<file path="src/cpic_pkg.sv">
// ----------------------------------------------------------------------------
// cpic_pkg
// Shared types and constants of the climate panel input controller.
// ----------------------------------------------------------------------------
package cpic_pkg;

	// Field widths
	localparam int KEY_W      = 8;
	localparam int KEY_IDX_W  = 3;
	localparam int TRACK_W    = 4;
	localparam int QUAD_W     = 2;
	localparam int TIME_W     = 32;
	localparam int LONG_W     = 16;
	localparam int FAN_W      = 4;
	localparam int TEMP_W     = 7;
	localparam int DIGIT_W    = 4;
	localparam int FLAG_W     = 6;
	localparam int CFG_IDX_W  = 2;
	localparam int CFG_DATA_W = 16;

	// Default key count
	localparam int KEY_COUNT_DEF = 8;

	// Tracked key value when nothing is held
	localparam logic [TRACK_W-1:0] NO_KEY = 4'd8;

	// Key indexes; the spare key has no action
	localparam logic [KEY_IDX_W-1:0] KEY_AUTO   = 3'd0;
	localparam logic [KEY_IDX_W-1:0] KEY_AC     = 3'd2;
	localparam logic [KEY_IDX_W-1:0] KEY_FRONT  = 3'd3;
	localparam logic [KEY_IDX_W-1:0] KEY_REAR   = 3'd4;
	localparam logic [KEY_IDX_W-1:0] KEY_RECIRC = 3'd5;
	localparam logic [KEY_IDX_W-1:0] KEY_OFF    = 3'd6;
	localparam logic [KEY_IDX_W-1:0] KEY_SPARE  = 3'd7;

	// Reset values
	localparam logic [LONG_W-1:0] LONG_PRESS_RST = 16'd1000;
	localparam logic [FAN_W-1:0]  FAN_LIMIT_RST  = 4'd7;
	localparam logic [TEMP_W-1:0] TEMP_FLOOR_RST = 7'd60;
	localparam logic [TEMP_W-1:0] TEMP_CEIL_RST  = 7'd85;
	localparam logic [TEMP_W-1:0] SETPOINT_RST   = 7'd72;

	// Mode flag bit positions
	localparam int FLAG_AUTO   = 0;
	localparam int FLAG_COOL   = 1;
	localparam int FLAG_FRONT  = 2;
	localparam int FLAG_REAR   = 3;
	localparam int FLAG_RECIRC = 4;
	localparam int FLAG_SCREEN = 5;

	localparam logic [FLAG_W-1:0] FLAGS_RST = 6'b100000;

	// Configuration register indexes
	typedef enum logic [CFG_IDX_W-1:0] {
		CFG_LONG_PRESS = 2'd0,
		CFG_FAN_LIMIT  = 2'd1,
		CFG_TEMP_FLOOR = 2'd2,
		CFG_TEMP_CEIL  = 2'd3
	} cfg_idx_t;

	// Key press event kind
	typedef enum logic [1:0] {
		PK_NONE  = 2'd0,
		PK_SHORT = 2'd1,
		PK_LONG  = 2'd2
	} press_kind_t;

	// Key tracking state
	typedef struct packed {
		logic [TRACK_W-1:0] tracked;
		logic [TIME_W-1:0]  start;
		logic               long_rep;
	} key_state_t;

	// Key event of one tick
	typedef struct packed {
		press_kind_t          kind;
		logic [KEY_IDX_W-1:0] key;
	} key_event_t;

	// Decoded encoder step
	typedef struct packed {
		logic up;
		logic dn;
	} quad_step_t;

endpackage

</file>
<file path="src/cpic_if.sv">
// ----------------------------------------------------------------------------
// cpic channels
// Valid/ready channels for scan ticks and panel status words.
// ----------------------------------------------------------------------------
interface cpic_in_if;
	import cpic_pkg::*;

	logic                valid;
	logic                ready;
	logic [KEY_W-1:0]    key_bits;
	logic [QUAD_W-1:0]   fan_quad;
	logic [QUAD_W-1:0]   temp_quad;
	logic [TIME_W-1:0]   now_ms;

	modport source (output valid, key_bits, fan_quad, temp_quad, now_ms, input ready);
	modport sink   (input valid, key_bits, fan_quad, temp_quad, now_ms, output ready);
endinterface

interface cpic_out_if;
	import cpic_pkg::*;

	logic                 valid;
	logic                 ready;
	logic [FAN_W-1:0]     fan_level;
	logic [DIGIT_W-1:0]   temp_tens;
	logic [DIGIT_W-1:0]   temp_ones;
	logic                 auto_on;
	logic                 cooling_on;
	logic                 front_defog;
	logic                 rear_defog;
	logic                 recirc_on;
	logic                 screen_on;
	logic [1:0]           press_kind;
	logic [KEY_IDX_W-1:0] press_key;

	modport source (output valid, fan_level, temp_tens, temp_ones, auto_on, cooling_on,
		front_defog, rear_defog, recirc_on, screen_on, press_kind, press_key,
		input ready);
	modport sink   (input valid, fan_level, temp_tens, temp_ones, auto_on, cooling_on,
		front_defog, rear_defog, recirc_on, screen_on, press_kind, press_key,
		output ready);
endinterface

</file>
<file path="src/cpic_key_scan.sv">
// ----------------------------------------------------------------------------
// cpic_key_scan
// Key tracking, long/short press detection and mode flag update for one tick.
// ----------------------------------------------------------------------------
module cpic_key_scan #(
	parameter int KEY_COUNT = cpic_pkg::KEY_COUNT_DEF
) (
	input  logic [cpic_pkg::KEY_W-1:0]  key_bits,
	input  logic [cpic_pkg::TIME_W-1:0] now_ms,
	input  logic [cpic_pkg::LONG_W-1:0] hold_limit_ms,
	input  cpic_pkg::key_state_t        st,
	input  logic [cpic_pkg::FLAG_W-1:0] flags,
	output cpic_pkg::key_state_t        st_nxt,
	output logic [cpic_pkg::FLAG_W-1:0] flags_nxt,
	output cpic_pkg::key_event_t        evt
);
	import cpic_pkg::*;

	// Flag effect of one key event
	function automatic logic [FLAG_W-1:0] apply_key(
		input logic [FLAG_W-1:0]    f,
		input logic [KEY_IDX_W-1:0] k,
		input logic                 is_long
	);
		logic [FLAG_W-1:0] r;
		r = f;
		case (k)
			KEY_AUTO:   if (!is_long) r[FLAG_AUTO] = ~f[FLAG_AUTO];
			KEY_AC:     r[FLAG_COOL]   = ~f[FLAG_COOL];
			KEY_FRONT:  r[FLAG_FRONT]  = ~f[FLAG_FRONT];
			KEY_REAR:   r[FLAG_REAR]   = ~f[FLAG_REAR];
			KEY_RECIRC: r[FLAG_RECIRC] = ~f[FLAG_RECIRC];
			KEY_OFF:    if (!is_long) r[FLAG_SCREEN] = 1'b0;
			default:    r = f;
		endcase
		return r;
	endfunction

	logic [KEY_W-1:0]     keys;
	logic [KEY_IDX_W-1:0] lo_idx;
	logic [KEY_IDX_W-1:0] hi_idx;
	logic [TIME_W-1:0]    held;
	logic                 any_key;
	logic                 long_due;

	// Only the populated keys count
	always_comb begin
		for (int i = 0; i < KEY_W; i++) begin
			keys[i] = (i < KEY_COUNT) ? key_bits[i] : 1'b0;
		end
	end

	// Lowest and highest held key
	always_comb begin
		lo_idx = '0;
		hi_idx = '0;
		for (int i = KEY_W - 1; i >= 0; i--) begin
			if (keys[i]) lo_idx = KEY_IDX_W'(i);
		end
		for (int i = 0; i < KEY_W; i++) begin
			if (keys[i]) hi_idx = KEY_IDX_W'(i);
		end
	end

	assign any_key  = |keys;
	assign held     = now_ms - st.start;
	assign long_due = !st.long_rep && (held > {{(TIME_W-LONG_W){1'b0}}, hold_limit_ms});

	// Tracking and events. The lowest held key is checked first; any other
	// held key then takes tracking, ending with the highest one.
	always_comb begin
		st_nxt    = st;
		flags_nxt = flags;
		evt.kind  = PK_NONE;
		evt.key   = '0;
		if (any_key) begin
			if ({1'b0, lo_idx} == st.tracked) begin
				if (long_due) begin
					evt.kind        = PK_LONG;
					evt.key         = lo_idx;
					flags_nxt       = apply_key(flags, lo_idx, 1'b1);
					st_nxt.long_rep = 1'b1;
				end
				if (hi_idx != lo_idx) begin
					st_nxt.tracked  = {1'b0, hi_idx};
					st_nxt.start    = now_ms;
					st_nxt.long_rep = 1'b0;
				end
			end else begin
				st_nxt.tracked  = {1'b0, hi_idx};
				st_nxt.start    = now_ms;
				st_nxt.long_rep = 1'b0;
			end
		end else if (st.tracked != NO_KEY) begin
			if (!st.long_rep) begin
				evt.kind  = PK_SHORT;
				evt.key   = st.tracked[KEY_IDX_W-1:0];
				flags_nxt = apply_key(flags, st.tracked[KEY_IDX_W-1:0], 1'b0);
			end
			st_nxt.tracked  = NO_KEY;
			st_nxt.long_rep = 1'b0;
		end
	end

endmodule

</file>
<file path="src/cpic_quad_dec.sv">
// ----------------------------------------------------------------------------
// cpic_quad_dec
// Quadrature phase decoder: forward along 0-1-3-2, any other change reverse.
// ----------------------------------------------------------------------------
module cpic_quad_dec (
	input  logic [cpic_pkg::QUAD_W-1:0] prev,
	input  logic [cpic_pkg::QUAD_W-1:0] cur,
	output cpic_pkg::quad_step_t        step
);
	import cpic_pkg::*;

	logic moved;
	logic fwd;

	assign moved = (cur != prev);

	// Forward transitions of the Gray sequence
	always_comb begin
		case ({prev, cur})
			4'b00_01, 4'b01_11, 4'b11_10, 4'b10_00: fwd = 1'b1;
			default:                                fwd = 1'b0;
		endcase
	end

	assign step.up = moved && fwd;
	assign step.dn = moved && !fwd;

endmodule

</file>
<file path="src/climate_panel_input_controller.sv">
// ----------------------------------------------------------------------------
// climate_panel_input_controller
// Scan tick processing for a climate control panel: key presses toggle mode
// flags, two quadrature encoders step fan speed and temperature setpoint.
// ----------------------------------------------------------------------------
//
//  channel  | dir | handshake   | word
//  ---------+-----+-------------+-----------------------------------------
//  in_ch    | in  | valid/ready | key_bits, fan_quad, temp_quad, now_ms
//  out_ch   | out | valid/ready | fan, setpoint digits, flags, key event
//  cfg      | in  | cfg_we      | cfg_index, cfg_data
//
//  One word per clock while the output is not stalled. A tick is latched in
//  the input register, processed and written to the output register with
//  the state once the output register is free or being taken.
//  A stalled output holds its word; the input register fills and then ready
//  drops until the output is taken.
//  arst_n clears the valid bits and sets panel state and configuration to defaults at once.
//
module climate_panel_input_controller #(
	parameter int KEY_COUNT = cpic_pkg::KEY_COUNT_DEF
) (
	input  logic                            clk,
	input  logic                            arst_n,
	input  logic                            cfg_we,
	input  logic [cpic_pkg::CFG_IDX_W-1:0]  cfg_index,
	input  logic [cpic_pkg::CFG_DATA_W-1:0] cfg_data,
	cpic_in_if.sink                         in_ch,
	cpic_out_if.source                      out_ch
);
	import cpic_pkg::*;

	// Configuration
	logic [LONG_W-1:0] long_press_q;
	logic [FAN_W-1:0]  fan_limit_q;
	logic [TEMP_W-1:0] temp_floor_q;
	logic [TEMP_W-1:0] temp_ceil_q;

	// Input register
	logic              valid_s1;
	logic [KEY_W-1:0]  keys_s1;
	logic [QUAD_W-1:0] fan_quad_s1;
	logic [QUAD_W-1:0] temp_quad_s1;
	logic [TIME_W-1:0] now_s1;

	// Panel state
	key_state_t        key_st_q;
	logic [QUAD_W-1:0] prev_fan_q;
	logic [QUAD_W-1:0] prev_temp_q;
	logic [FAN_W-1:0]  fan_q;
	logic [TEMP_W-1:0] setpoint_q;
	logic [FLAG_W-1:0] flags_q;

	// Output register
	logic                 out_valid_q;
	logic [FAN_W-1:0]     out_fan_q;
	logic [DIGIT_W-1:0]   out_tens_q;
	logic [DIGIT_W-1:0]   out_ones_q;
	logic [FLAG_W-1:0]    out_flags_q;
	key_event_t           out_evt_q;

	logic              advance;
	key_state_t        key_st_nxt;
	logic [FLAG_W-1:0] flags_nxt;
	key_event_t        evt;
	quad_step_t        fan_step;
	quad_step_t        temp_step;
	logic [FAN_W-1:0]  fan_nxt;
	logic [TEMP_W-1:0] setpoint_nxt;
	logic [14:0]       tens_prod;
	logic [DIGIT_W-1:0] tens;
	logic [DIGIT_W-1:0] ones;

	// Handshake
	assign advance     = valid_s1 && (!out_valid_q || out_ch.ready);
	assign in_ch.ready = !valid_s1 || advance;

	// Configuration writes
	always_ff @(posedge clk or negedge arst_n) begin
		if (!arst_n) begin
			long_press_q <= LONG_PRESS_RST;
			fan_limit_q  <= FAN_LIMIT_RST;
			temp_floor_q <= TEMP_FLOOR_RST;
			temp_ceil_q  <= TEMP_CEIL_RST;
		end else if (cfg_we) begin
			unique case (cfg_idx_t'(cfg_index))
				CFG_LONG_PRESS: long_press_q <= cfg_data[LONG_W-1:0];
				CFG_FAN_LIMIT:  fan_limit_q  <= cfg_data[FAN_W-1:0];
				CFG_TEMP_FLOOR: temp_floor_q <= cfg_data[TEMP_W-1:0];
				CFG_TEMP_CEIL:  temp_ceil_q  <= cfg_data[TEMP_W-1:0];
				default:        long_press_q <= long_press_q;
			endcase
		end
	end

	// Input register
	always_ff @(posedge clk or negedge arst_n) begin
		if (!arst_n) begin
			valid_s1 <= 1'b0;
		end else if (in_ch.ready) begin
			valid_s1 <= in_ch.valid;
		end
	end

	always_ff @(posedge clk) begin
		if (in_ch.valid && in_ch.ready) begin
			keys_s1      <= in_ch.key_bits;
			fan_quad_s1  <= in_ch.fan_quad;
			temp_quad_s1 <= in_ch.temp_quad;
			now_s1       <= in_ch.now_ms;
		end
	end

	// Key handling
	cpic_key_scan #(
		.KEY_COUNT(KEY_COUNT)
	) u_key_scan (
		.key_bits      (keys_s1),
		.now_ms        (now_s1),
		.hold_limit_ms (long_press_q),
		.st            (key_st_q),
		.flags         (flags_q),
		.st_nxt        (key_st_nxt),
		.flags_nxt     (flags_nxt),
		.evt           (evt)
	);

	// Encoders
	cpic_quad_dec u_fan_dec (
		.prev (prev_fan_q),
		.cur  (fan_quad_s1),
		.step (fan_step)
	);

	cpic_quad_dec u_temp_dec (
		.prev (prev_temp_q),
		.cur  (temp_quad_s1),
		.step (temp_step)
	);

	// Clamped fan and setpoint steps
	always_comb begin
		fan_nxt = fan_q;
		if (fan_step.up && (fan_q < fan_limit_q)) begin
			fan_nxt = fan_q + FAN_W'(1);
		end else if (fan_step.dn && (fan_q != '0)) begin
			fan_nxt = fan_q - FAN_W'(1);
		end
		setpoint_nxt = setpoint_q;
		if (temp_step.up && (setpoint_q < temp_ceil_q)) begin
			setpoint_nxt = setpoint_q + TEMP_W'(1);
		end else if (temp_step.dn && (setpoint_q > temp_floor_q)) begin
			setpoint_nxt = setpoint_q - TEMP_W'(1);
		end
	end

	// Decimal digits: x/10 as (x*205)>>11, exact for 7-bit values
	assign tens_prod = 15'(setpoint_nxt) * 15'd205;
	assign tens      = tens_prod[14:11];
	assign ones      = DIGIT_W'(setpoint_nxt - TEMP_W'(tens) * TEMP_W'(10));

	// State update
	always_ff @(posedge clk or negedge arst_n) begin
		if (!arst_n) begin
			key_st_q    <= '{tracked: NO_KEY, start: '0, long_rep: 1'b0};
			prev_fan_q  <= '0;
			prev_temp_q <= '0;
			fan_q       <= '0;
			setpoint_q  <= SETPOINT_RST;
			flags_q     <= FLAGS_RST;
		end else if (advance) begin
			key_st_q    <= key_st_nxt;
			prev_fan_q  <= fan_quad_s1;
			prev_temp_q <= temp_quad_s1;
			fan_q       <= fan_nxt;
			setpoint_q  <= setpoint_nxt;
			flags_q     <= flags_nxt;
		end
	end

	// Output register
	always_ff @(posedge clk or negedge arst_n) begin
		if (!arst_n) begin
			out_valid_q <= 1'b0;
		end else if (advance) begin
			out_valid_q <= 1'b1;
		end else if (out_ch.ready) begin
			out_valid_q <= 1'b0;
		end
	end

	always_ff @(posedge clk) begin
		if (advance) begin
			out_fan_q   <= fan_nxt;
			out_tens_q  <= tens;
			out_ones_q  <= ones;
			out_flags_q <= flags_nxt;
			out_evt_q   <= evt;
		end
	end

	assign out_ch.valid       = out_valid_q;
	assign out_ch.fan_level   = out_fan_q;
	assign out_ch.temp_tens   = out_tens_q;
	assign out_ch.temp_ones   = out_ones_q;
	assign out_ch.auto_on     = out_flags_q[FLAG_AUTO];
	assign out_ch.cooling_on  = out_flags_q[FLAG_COOL];
	assign out_ch.front_defog = out_flags_q[FLAG_FRONT];
	assign out_ch.rear_defog  = out_flags_q[FLAG_REAR];
	assign out_ch.recirc_on   = out_flags_q[FLAG_RECIRC];
	assign out_ch.screen_on   = out_flags_q[FLAG_SCREEN];
	assign out_ch.press_kind  = out_evt_q.kind;
	assign out_ch.press_key   = out_evt_q.key;

endmodule

</file>
<file path="src/flat_wrapper.sv">
// flat-port wrapper written by rule: the top's interface ports become plain ports
module climate_panel_input_controller_flat import cpic_pkg::*;
#(
	parameter int KEY_COUNT = cpic_pkg::KEY_COUNT_DEF
)
  (clk, arst_n, cfg_we, cfg_index, cfg_data, in_ch_valid, in_ch_key_bits, in_ch_fan_quad, in_ch_temp_quad, in_ch_now_ms, in_ch_ready, out_ch_valid, out_ch_fan_level, out_ch_temp_tens, out_ch_temp_ones, out_ch_auto_on, out_ch_cooling_on, out_ch_front_defog, out_ch_rear_defog, out_ch_recirc_on, out_ch_screen_on, out_ch_press_kind, out_ch_press_key, out_ch_ready);
  cpic_in_if in_ch_i ();
  cpic_out_if out_ch_i ();
  input  logic clk;
  input  logic arst_n;
  input  logic cfg_we;
  input  logic [cpic_pkg::CFG_IDX_W-1:0] cfg_index;
  input  logic [cpic_pkg::CFG_DATA_W-1:0] cfg_data;
  input wire logic [$bits(in_ch_i.valid)-1:0] in_ch_valid;
  input wire logic [$bits(in_ch_i.key_bits)-1:0] in_ch_key_bits;
  input wire logic [$bits(in_ch_i.fan_quad)-1:0] in_ch_fan_quad;
  input wire logic [$bits(in_ch_i.temp_quad)-1:0] in_ch_temp_quad;
  input wire logic [$bits(in_ch_i.now_ms)-1:0] in_ch_now_ms;
  output wire logic [$bits(in_ch_i.ready)-1:0] in_ch_ready;
  output wire logic [$bits(out_ch_i.valid)-1:0] out_ch_valid;
  output wire logic [$bits(out_ch_i.fan_level)-1:0] out_ch_fan_level;
  output wire logic [$bits(out_ch_i.temp_tens)-1:0] out_ch_temp_tens;
  output wire logic [$bits(out_ch_i.temp_ones)-1:0] out_ch_temp_ones;
  output wire logic [$bits(out_ch_i.auto_on)-1:0] out_ch_auto_on;
  output wire logic [$bits(out_ch_i.cooling_on)-1:0] out_ch_cooling_on;
  output wire logic [$bits(out_ch_i.front_defog)-1:0] out_ch_front_defog;
  output wire logic [$bits(out_ch_i.rear_defog)-1:0] out_ch_rear_defog;
  output wire logic [$bits(out_ch_i.recirc_on)-1:0] out_ch_recirc_on;
  output wire logic [$bits(out_ch_i.screen_on)-1:0] out_ch_screen_on;
  output wire logic [$bits(out_ch_i.press_kind)-1:0] out_ch_press_kind;
  output wire logic [$bits(out_ch_i.press_key)-1:0] out_ch_press_key;
  input wire logic [$bits(out_ch_i.ready)-1:0] out_ch_ready;
  assign in_ch_i.valid = in_ch_valid;
  assign in_ch_i.key_bits = in_ch_key_bits;
  assign in_ch_i.fan_quad = in_ch_fan_quad;
  assign in_ch_i.temp_quad = in_ch_temp_quad;
  assign in_ch_i.now_ms = in_ch_now_ms;
  assign in_ch_ready = in_ch_i.ready;
  assign out_ch_valid = out_ch_i.valid;
  assign out_ch_fan_level = out_ch_i.fan_level;
  assign out_ch_temp_tens = out_ch_i.temp_tens;
  assign out_ch_temp_ones = out_ch_i.temp_ones;
  assign out_ch_auto_on = out_ch_i.auto_on;
  assign out_ch_cooling_on = out_ch_i.cooling_on;
  assign out_ch_front_defog = out_ch_i.front_defog;
  assign out_ch_rear_defog = out_ch_i.rear_defog;
  assign out_ch_recirc_on = out_ch_i.recirc_on;
  assign out_ch_screen_on = out_ch_i.screen_on;
  assign out_ch_press_kind = out_ch_i.press_kind;
  assign out_ch_press_key = out_ch_i.press_key;
  assign out_ch_i.ready = out_ch_ready;
  climate_panel_input_controller #(.KEY_COUNT(KEY_COUNT)) u_core (.clk(clk), .arst_n(arst_n), .cfg_we(cfg_we), .cfg_index(cfg_index), .cfg_data(cfg_data), .in_ch(in_ch_i), .out_ch(out_ch_i));
endmodule
</file>
<file path="config.mk">
export PLATFORM = sky130hd
export DESIGN_NAME = climate_panel_input_controller_flat
export DESIGN_NICKNAME = d
export VERILOG_FILES = /design/src/cpic_pkg.sv /design/src/cpic_if.sv /design/src/cpic_key_scan.sv /design/src/cpic_quad_dec.sv /design/src/climate_panel_input_controller.sv /design/src/flat_wrapper.sv
export SDC_FILE = /design/constraint.sdc
export NUM_CORES = 1
export LEC_CHECK = 0
export BUFFER_PORTS_ARGS = -buffer_cell sky130_fd_sc_hd__buf_2
export CAP_MARGIN = 25
export CORE_MARGIN = 3
export CORE_UTILIZATION = 55
export CTS_BUF_LIST = sky130_fd_sc_hd__clkbuf_4
export DETAILED_ROUTE_END_ITERATION = 8
export GPL_ROUTABILITY_DRIVEN = 1
export MAX_ROUTING_LAYER = met4
export PLACE_DENSITY = 0.79
export SYNTH_ARGS = -nofsm -noshare
export SYNTH_HDL_FRONTEND = slang
export SYNTH_SLANG_ARGS = --single-unit
</file>
<file path="constraint.sdc">
create_clock -name clk -period 6.3 [get_ports clk]
set_clock_uncertainty 0.15 [all_clocks]
set_input_delay 1.26 -clock clk [delete_from_list [all_inputs] [get_ports clk]]
set_output_delay 1.26 -clock clk [all_outputs]
set_load 0.02 [all_outputs]
</file>
# Word level (Yosys, flattened, before mapping)
# Index checks and enable logic that the tools add are counted.
# W data, S select, Z words.
# word_totals
in_bits,67
register_bits,161
elab_cells,152
output_inout_bits,25
# classes
n_eq_ne,28
order_cmp,4
reduce_logical,33
n_mux,50
multipliers,2
bitwise,5
addsub,6
# op_table
cell,n
$mux W37,2
$mux W3,14
$gt A32 B16 Y1,1
$sub A32 B32 Y32,1
$mux W5,5
$mux W4,6
$mux W1,18
$mux W6,3
$eq A4 B4 Y1 const B,4
$eq A3 B3 Y1 const B,5
$mul A7 B8 Y15 const B,1
$mux W7,2
$eq A3 B2 Y1 const B,4
$logic_and A1 B1 Y1,11
$reduce_and A3 Y1,3
$eq A4 B1 Y1 const B,2
$eq A4 B3 Y1 const B,2
$reduce_and A2 Y1,4
$reduce_or A4 Y1,2
$reduce_or A8 Y1,1
$add A7 B1 Y7 const B,1
$gt A7 B7 Y1,1
$lt A7 B7 Y1,1
$sub A7 B1 Y7 const B,1
21 further kinds,33

# Longest topological paths before layout
# Gate-level depths: netlist of run 1.
# depth
ltp_word,13
depth_mapped,33
ltp_nobuf,33

# By module
# A second synthesis of run 1 with hierarchy kept.
# hier_totals
hier_cells,1003
area_unflattened_um2,10949.3
# by_module_without_submodules
module,area_per_inst_um2,cells_per_inst,n_inst,seq_area_each_um2
climate_panel_input_controller,7392.1,502,1,4390.5
cpic_key_scan,3437.0,483,1,0.0
cpic_quad_dec,60.1,9,2,0.0

# Worst setup path before layout of run 1
# Ideal clock, no wire load.
# synth_path
path_type,register -> register
start,register u_core.temp_ceil_q[4]
end,register u_core.out_ones_q[3] (netlist: u_core.out_ch.temp_ones[3]) (data pin)
required_ns,5.888
synth_period_minus_slack_ns,6.607
path_stages_with_launch,33
path_slack_ns,-0.307
t_arrival_ns,6.195
path_buffers,0
setup_time_ns,0.262
cell_sequence,dfstp_2 -> inv_1 -> ha_1 -> a21o_1 -> a21o_1 -> a2111oi_0 -> o21a_1 -> nand2_1 -> nor2_1 -> a31o_2 -> xor2_1 -> ha_1 -> inv_1 -> fa_1 -> inv_1 -> ha_1 -> inv_1 -> fa_1 -> inv_1 -> ha_1 -> a21o_1 -> a21o_1 -> a21oi_1 -> nand2_1 -> a41oi_1 -> nor2_1 -> xnor2_1 -> ha_1 -> inv_1 -> fa_1 -> xnor2_1 -> xnor2_1 -> xnor2_1
# synth_via
elab_chain_cells,6
# synth_lines
element,line_no,source
from (decl),climate_panel_input_controller.sv:37,logic [TEMP_W-1:0] temp_ceil_q;
from (signal assigned),climate_panel_input_controller.sv:90,CFG_TEMP_CEIL: temp_ceil_q <= cfg_data[TEMP_W-1:0];
$lt A7 B7 Y1,climate_panel_input_controller.sv:150,if (temp_step.up && (setpoint_q < temp_ceil_q)) begin
$logic_and A1 B1 Y1,climate_panel_input_controller.sv:150,
$mux W7,climate_panel_input_controller.sv:150,
named net u_core.setpoint_nxt[5],climate_panel_input_controller.sv:69,logic [TEMP_W-1:0] setpoint_nxt;
$mul A7 B8 Y15,climate_panel_input_controller.sv:158,assign tens_prod = 15'(setpoint_nxt) * 15'd205;
named net u_core.tens_prod[11],climate_panel_input_controller.sv:70,logic [14:0] tens_prod;
$mul A4 B3 Y3,climate_panel_input_controller.sv:160,assign ones = DIGIT_W'(setpoint_nxt - TEMP_W'(tens) * TEMP_W'(10));
$sub A4 B4 Y4,climate_panel_input_controller.sv:160,
named net u_core.ones[3],climate_panel_input_controller.sv:72,logic [DIGIT_W-1:0] ones;
to (signal assigned),climate_panel_input_controller.sv:196,out_ones_q <= ones;
to (decl),climate_panel_input_controller.sv:58,logic [DIGIT_W-1:0] out_ones_q;
# The timed path passes the listed nets, and every way through them passes these cells.
# A chain may end at the register's enable or synchronous reset.

# Worst setup path in the final report of run 1
# layout_path
start,register u_core.temp_floor_q[5]
end,register u_core.out_ones_q[3] (netlist: u_core.out_ch.temp_ones[3]) (data pin)
# layout_via
elab_chain_cells,7
# layout_lines
element,line_no,source
from (decl),climate_panel_input_controller.sv:36,logic [TEMP_W-1:0] temp_floor_q;
from (signal assigned),climate_panel_input_controller.sv:89,CFG_TEMP_FLOOR: temp_floor_q <= cfg_data[TEMP_W-1:0];
$gt A7 B7 Y1,climate_panel_input_controller.sv:152,end else if (temp_step.dn && (setpoint_q > temp_floor_q)) begin
$logic_and A1 B1 Y1,climate_panel_input_controller.sv:152,
$mux W7,climate_panel_input_controller.sv:152,
$mux W7,climate_panel_input_controller.sv:150,
named net u_core.setpoint_nxt[6],climate_panel_input_controller.sv:69,
$mul A7 B8 Y15,climate_panel_input_controller.sv:158,
named net u_core.tens_prod[11],climate_panel_input_controller.sv:70,
$mul A4 B3 Y3,climate_panel_input_controller.sv:160,
$sub A4 B4 Y4,climate_panel_input_controller.sv:160,
named net u_core.ones[3],climate_panel_input_controller.sv:72,
# The timed path passes the listed nets, and every way through them passes these cells.

==> summary.md, run 1 <==
| Metric | Value |
|---|---|
| Synth area leaders | edfxtp_1 20%, dfrtp_1 18%, ha_1 13% |
| Failing checks | setup timing |
| Yosys top cell by area | edfxtp_1 |
| Top delay family on crit path | adder cells |
| Vias | about 7300 |
| Clk sinks | 161 |
| Hold_ws | roughly 350 ps |
| CP peak stage delay | 570 ps |
| I/O Buffers | 91 |
| WL per Instance | 14.9 um |
| Critical-path top delay cell | dfstp_2 |
| Starting DRC count in detailed routing | approximately 430 |
| Commonest non-fill, non-tap cells in the layout | 112 x inv_1, 95 x ha_1, 90 x buf_2 |
| Cells after Synth | slightly below 1000 |
| First-pass GRT wire length | between 30000 and 40000 um |
| CTS Buf Count | 17 |
| Vias in the first global route | 7228 |
| CP Max Fanout | 3 |
| Hold Crit Class | reg2reg |
| Min Tclk post-route | 6600 ps |
| Yosys cell types | 71 |
| Initial Util | 57.1% |
| Final setup margin | -297 ps |
| Critical path's most frequent cell | xnor2_2 |
| Fin. Hold Viols | 0 |
| Run status | finished, violations left |
| Class of the most critical setup path | reg2reg |
| Largest net degree at the start of global routing | 66 |
| Site Rows | 48 |
| Post-DP Area | roughly 11000 um2 |
| Design area | 11400 um2 |
| Die width | 141 um |
| Total grt overflow | 0 |
| Leakage | 5.31 nW |
| Clock root buffer | clkbuf_4 |
| Commonest non-fill, non-tap cell in the layout | inv_1 |
| Slew Viols, Final | 0 |
| CP startpoint kind | register |
| Final Power | 5.50 mW |
| Nets@finish | 1273 |
| Worst slack, placed | -389 ps |
| TritonCTS clock tree | done |
| Least-Margin Pin Slew | 850 ps |
| Placed cells | ~1300 |
| Non-filler cells, final | 1335 |
| Top FF cell, synth | dfrtp_1 |
| Max_slew headroom | between 40% and 50% |
| CP Data Required Time | 6490 ps |
| Htree depth | 4 |
| Core Area | 17600 um2 |
| Max Cap Viol | 0 |
| Mapped cell area | 10000 um2 |
| Number of synthesis warnings | 0 |
| DRC Markers | 0 |
| Endpoint class of the critical path | register |
| Post-Syn Nets | about 1100 |
| DP HPWL | 15000 um |
| Yosys reg bits | 161 |
| FFs w/ async S/R, synth | 58.4% |
| I/O Pins | 92 |
| Final WL | 19800 um |
| Die footprint | 19900 um2 |
| Syn_area_per_cell | 10.4 um2 |
| Clk slew on worst S/H paths | 150 ps |
| Clock latency on the worst-skew pair | between 500 and 600 ps |
| Cts hold-fix bufs | 0 |
| Post-synth EDFFs | 67 |
| Layout cells sized above 1 | between 20 and 30% |
| RSZ-0062 raised after global routing | true |
| Synth-to-layout area growth | 13.8% |
| Sequential area share after synthesis | a little over two fifths |
| Max Root-Sink Buffers | 2 |
| Arrival @ worst endpoint | 6790 ps |
| Antenna violations before repair | 3 |
| Fmax | 152 MHz |
| Die height | 141 um |
| Power per cell area | 481 nW/um2 |
| GRT Total Usage | 21.1% |
| DRT antenna net count | 0 |
| Share of the synthesized area in the top cell type | 20.0% |
| WP buf/inv | 5 |
| Pre-Repair DR Iteration Count | 5 |
| DR vias/cell | about 5.5 |
| Max VDD drop | between 0.0007 and 0.0008 V |
| Placer Congestion | around 0.85 |
| Tcrit/Tclk final | 105% |
| Endpoints failing setup | 1 |
==> final timing paths <==
| check | startpoint | end | slack [ps] | cells past startpoint |
|---|---|---|---|---|
| max | u_core.temp_floor_q[5] | u_core.out_ch.temp_ones[3] | -300 | 30 |
| min | u_core.flags_q[1] | u_core.flags_q[1] | 350 | 1 |
| max reg2reg | u_core.temp_floor_q[5] | u_core.out_ch.temp_ones[3] | -300 | 30 |
| min reg2reg | u_core.flags_q[1] | u_core.flags_q[1] | 350 | 1 |
| max in group asynchronous | arst_n | u_core.fan_limit_q[3] | 4390 | 2 |
| min in group asynchronous | arst_n | u_core.key_st_q[21] | 420 | 1 |
==> power breakdown <==
group | switching, mW | internal (mW) | leakage [nW]
sequential | 0.117 | 1.39 | 1.75
combinational | 1.80 | 1.63 | 3.43
clock | 0.402 | 0.165 | 0.128
total | 2.32 | 3.18 | 5.31
==> logic make-up after synthesis <==
logic type | Yosys count | share of synthesized area, %
AND/OR/NAND/NOR | 247 | 11.8
AO/OA/AOI/OAI | 197 | 13.3
flip-flops | 161 | 43.7
buffers and inverters | 137 | 5.22
adder cells (fa/ha/maj) | 112 | 14.7
multiplexers | 58 | 6.44
XOR/XNOR | 55 | 4.80
==> repair_timing <==
item | 4_1_cts | 5_1_grt
setup buffers | 2 | 3
setup endpoints to repair | 1 | 2
gates cloned | 0 | 0
pin swaps | 17 | 26
gates resized for setup | 10 | 18
==> final cells by class <==
cell class / count / area (um2)
flip-flops and latches: 161 / 4390
clock inverters: 15 / 125
diodes: 3 / 7.51
inverters: 118 / 443
multi-input cells: 669 / 5320
fillers: 1378 / 6170
well taps: 225 / 282
clock buffers: 17 / 128
repair buffers: 127 / 737
==> registers in the layout, indices dropped and copies added, names as in the netlist, 3 cells and up <==
register                 count
u_core.out_flags_q           6
u_core.temp_ceil_q           7
u_core.flags_q               6
u_core.temp_floor_q          7
u_core.out_ch.fan_level      4
u_core.setpoint_q            7
u_core.out_ch.temp_ones      4
u_core.long_press_q         16
u_core.key_st_q             37
u_core.fan_limit_q           4
u_core.out_ch.temp_tens      4
u_core.out_ch.press_key      3
u_core.keys_s1               8
u_core.fan_q                 4
u_core.now_s1               32
==> per-stage QoR <==
| step | util [%] | setup TNS [ps] |
|---|---|---|
| 6_report | 65.0 | -297 |
| 5_1_grt | 65.0 | -615 |
| 4_1_cts | 64.1 | -283 |
| 3_5_place_dp | 62.3 | -389 |
| 3_3_place_gp | 62.3 | -105 |
| 2_1_floorplan | - | -129 |
==> routing by layer <==
metal | track usage (%) | up-vias | part of all wire [%]
li1 | - | 3677 | -
met1 | 26.1 | 3465 | 45
met2 | 35.9 | 159 | 50
met3 | 3.29 | 27 | 3.3
met4 | 6.53 | 0 | 1.9
met5 | - | - | 0
==> cell usage after synthesis, drive strengths merged, types with 14 or more instances <==
cell type / instances
xnor2: 30
dfstp: 21
nand2: 90
a21o: 19
nor2: 51
nand3: 20
edfxtp: 67
nand4: 15
a21oi: 44
dfrtp: 73
nand2b: 15
mux2: 53
clkbuf: 14
ha: 102
inv: 118
xor2: 25
o21ai: 47
Power figures use the tool's default switching activity.
==> run 2, diff against run 1 <==
Settings changed: CORE_ASPECT_RATIO set to 0.8, MAX_ROUTING_LAYER met4 to unset.
==> summary.md, run 2 (synthesis results as in run 1) <==
| Metric | Value |
|---|---|
| Run status | finished, violations left |
| Failing checks | setup timing |
| Largest register by flop count | u_core.key_st_q |
| Fmax | 150 MHz (-0.78%) |
| Endpoints failing setup | 1 (unchanged) |
| Post-DP Area | 11000 um2 (about the same) |
| Die width | 157 um (+11%) |
| CP startpoint kind | register |
| Commonest non-fill, non-tap cell in the layout | inv_1 |
| Critical path's most frequent cell | inv_2 |
| Max VDD drop | 0.000523 V (-33%) |
| Worst slack, placed | -353 ps (+36.3 ps) |
| Clock root buffer | clkbuf_4 |
| Class of the most critical setup path | reg2reg |
| Vias | 7570 (+3.3%) |
| Hold Crit Class | reg2reg |
| GRT Total Usage | 21.6% (+0.42 points) |
| Antenna violations before repair | 1 (-2) |
| Min Tclk post-route | 6650 ps (+51.9 ps) |
| DP HPWL | 15800 um (+5.4%) |
| CTS Buf Count | 17 (unchanged) |
| Layout cells sized above 1 | 26.2% (+0.74 points) |
| CP Max Fanout | 4 (+1) |
| Largest net degree at the start of global routing | 61 (-7.6%) |
| Final setup margin | -349 ps (-51.9 ps) |
| Max Root-Sink Buffers | 2 (unchanged) |
| Initial Util | 57.1% (about the same) |
| Vias in the first global route | 7107 (-1.7%) |
| Die height | 127 um (-10%) |
| Max_slew headroom | 50.4% (+7.1 points) |
| CP peak stage delay | 570 ps (about the same) |
| Placer Congestion | 0.886 (+4.6%) |
| Final WL | 21500 um (+8.4%) |
| RSZ-0062 raised after global routing | true |
| Power per cell area | 481 nW/um2 (about the same) |
| First-pass GRT wire length | 34500 um (+3.8%) |
| Slew Viols, Final | 0 (unchanged) |
| Final Power | 5.54 mW (+0.84%) |
| Pre-Repair DR Iteration Count | 5 (unchanged) |
| Least-Margin Pin Slew | 744 ps (-106 ps) |
| DRT antenna net count | 0 (unchanged) |
| I/O Pins | 92 (unchanged) |
| Number of fill cells in the layout | 1354 (-1.7%) |
| Leakage | 5.34 nW (+0.68%) |
| Htree depth | 4 (unchanged) |
| Nets@finish | 1280 (+0.55%) |
| DRC Markers | 0 (unchanged) |
| TritonCTS clock tree | done |
| Synth-to-layout area growth | 14.8% |
| Starting DRC count in detailed routing | 416 (-2.6%) |
| Commonest non-fill, non-tap cells in the layout | 110 x inv_1, 93 x ha_1, 90 x buf_2 |
| Total grt overflow | 0 (unchanged) |
| Clock latency on the worst-skew pair | 590 ps (about the same) |
| Largest registers | u_core.key_st_q (37), u_core.now_s1 (32), u_core.long_press_q (16) |
| Max Cap Viol | 0 (unchanged) |
| Max FFs per register | 37 (unchanged) |
| Tcrit/Tclk final | 106% (+0.82 points) |
| Clk sinks | 161 (unchanged) |
| Arrival @ worst endpoint | 6850 ps (+60 ps) |
| CP Data Required Time | 6500 ps (about the same) |
| Die footprint | 19900 um2 (about the same) |
| Endpoint class of the critical path | register |
| WL per Instance | 16.0 um (+8.0%) |
| Site Rows | 43 (-10%) |
| DR vias/cell | 5.65 (+2.9%) |
| Core Area | 17600 um2 (about the same) |
| Critical-path top delay cell | dfstp_2 |
| Design area | 11500 um2 (+0.91%) |
| Clk slew on worst S/H paths | 150 ps (about the same) |
| I/O Buffers | 91 (unchanged) |
| Fin. Hold Viols | 0 (unchanged) |
| Top delay family on crit path | adder cells |
| WP buf/inv | 6 (+1) |
run 2: cell types whose count changed in the layout (fill, tap and decap cells not counted), sizes merged:
| cell | change |
|---|---|
| clkinv | -2 |
| inv | +3 |
| diode | -2 |
| buf | +7 |
| bufinv | +1 |
| clkinvlp | -2 |
run 2: what timing repair did:
| action | 4_1_cts | 5_1_grt |
|---|---|---|
| gates resized for setup | 15 | 17 |
| endpoints found under the hold margin | 0 | 0 |
| gates cloned | 0 | 0 |
| hold buffers | 0 | 0 |
| buffers inserted | 6 | 6 |
| setup endpoints to repair | 2 | 2 |
| pin swaps | 18 | 17 |
run 2: worst paths after layout:
check | from | endpoint | slack, ps | depth (start not counted)
hold / removal | u_core.flags_q[1] | u_core.flags_q[1] | 350 | 1
max in group asynchronous | arst_n | u_core.setpoint_q[5] | 4380 | 2
min in group asynchronous | arst_n | u_core.key_st_q[0] | 480 | 1
setup / recovery | u_core.temp_floor_q[4] | u_core.out_ch.temp_ones[3] | -350 | 31
hold reg to reg | u_core.flags_q[1] | u_core.flags_q[1] | 350 | 1
setup reg to reg | u_core.temp_floor_q[4] | u_core.out_ch.temp_ones[3] | -350 | 31
run 2: layer usage:
layer,GRT usage [%],up-vias,share of wire [%]
li1,-,3699,-
met1,31.0,3626,47
met2,33.8,230,46
met3,4.43,15,5.5
met4,5.36,0,1.1
met5,0,-,0
run 2: where the power goes:
group	switching [mW]	total (mW)	internal (mW)
Clock	0.403	0.610	0.208
Sequential	0.133	1.52	1.39
Combinational	1.78	3.41	1.63
run 2: metrics by stage:
| stage | util [%] | std cells | setup TNS, ps | hold WS (ps) |
|---|---|---|---|---|
| final | 65.6 | 1340 | -349 | 353 |
| after global routing | 65.6 | 1340 | -933 | 363 |
| after CTS | 64.8 | 1333 | -256 | 356 |
| after detailed placement | 62.4 | 1295 | -381 | 334 |
| after floorplan | - | 967 | -129 | 307 |
| after global placement | 62.3 | 1294 | -140 | 324 |
run 2: final cells by class:
class                           instances  area [um2]  share of cell area [%]
Inverter                              118         443                    3.84
Tap cell                              225         282                    2.44
Clock inverter                         15         146                    1.27
Clock buffer                           17         128                    1.11
Multi-Input combinational cell        669        5350                    46.4
Antenna cell                            1        2.50                  0.0217
Sequential cell                       161        4390                    38.1
Timing Repair Buffer                  134         790                    6.84
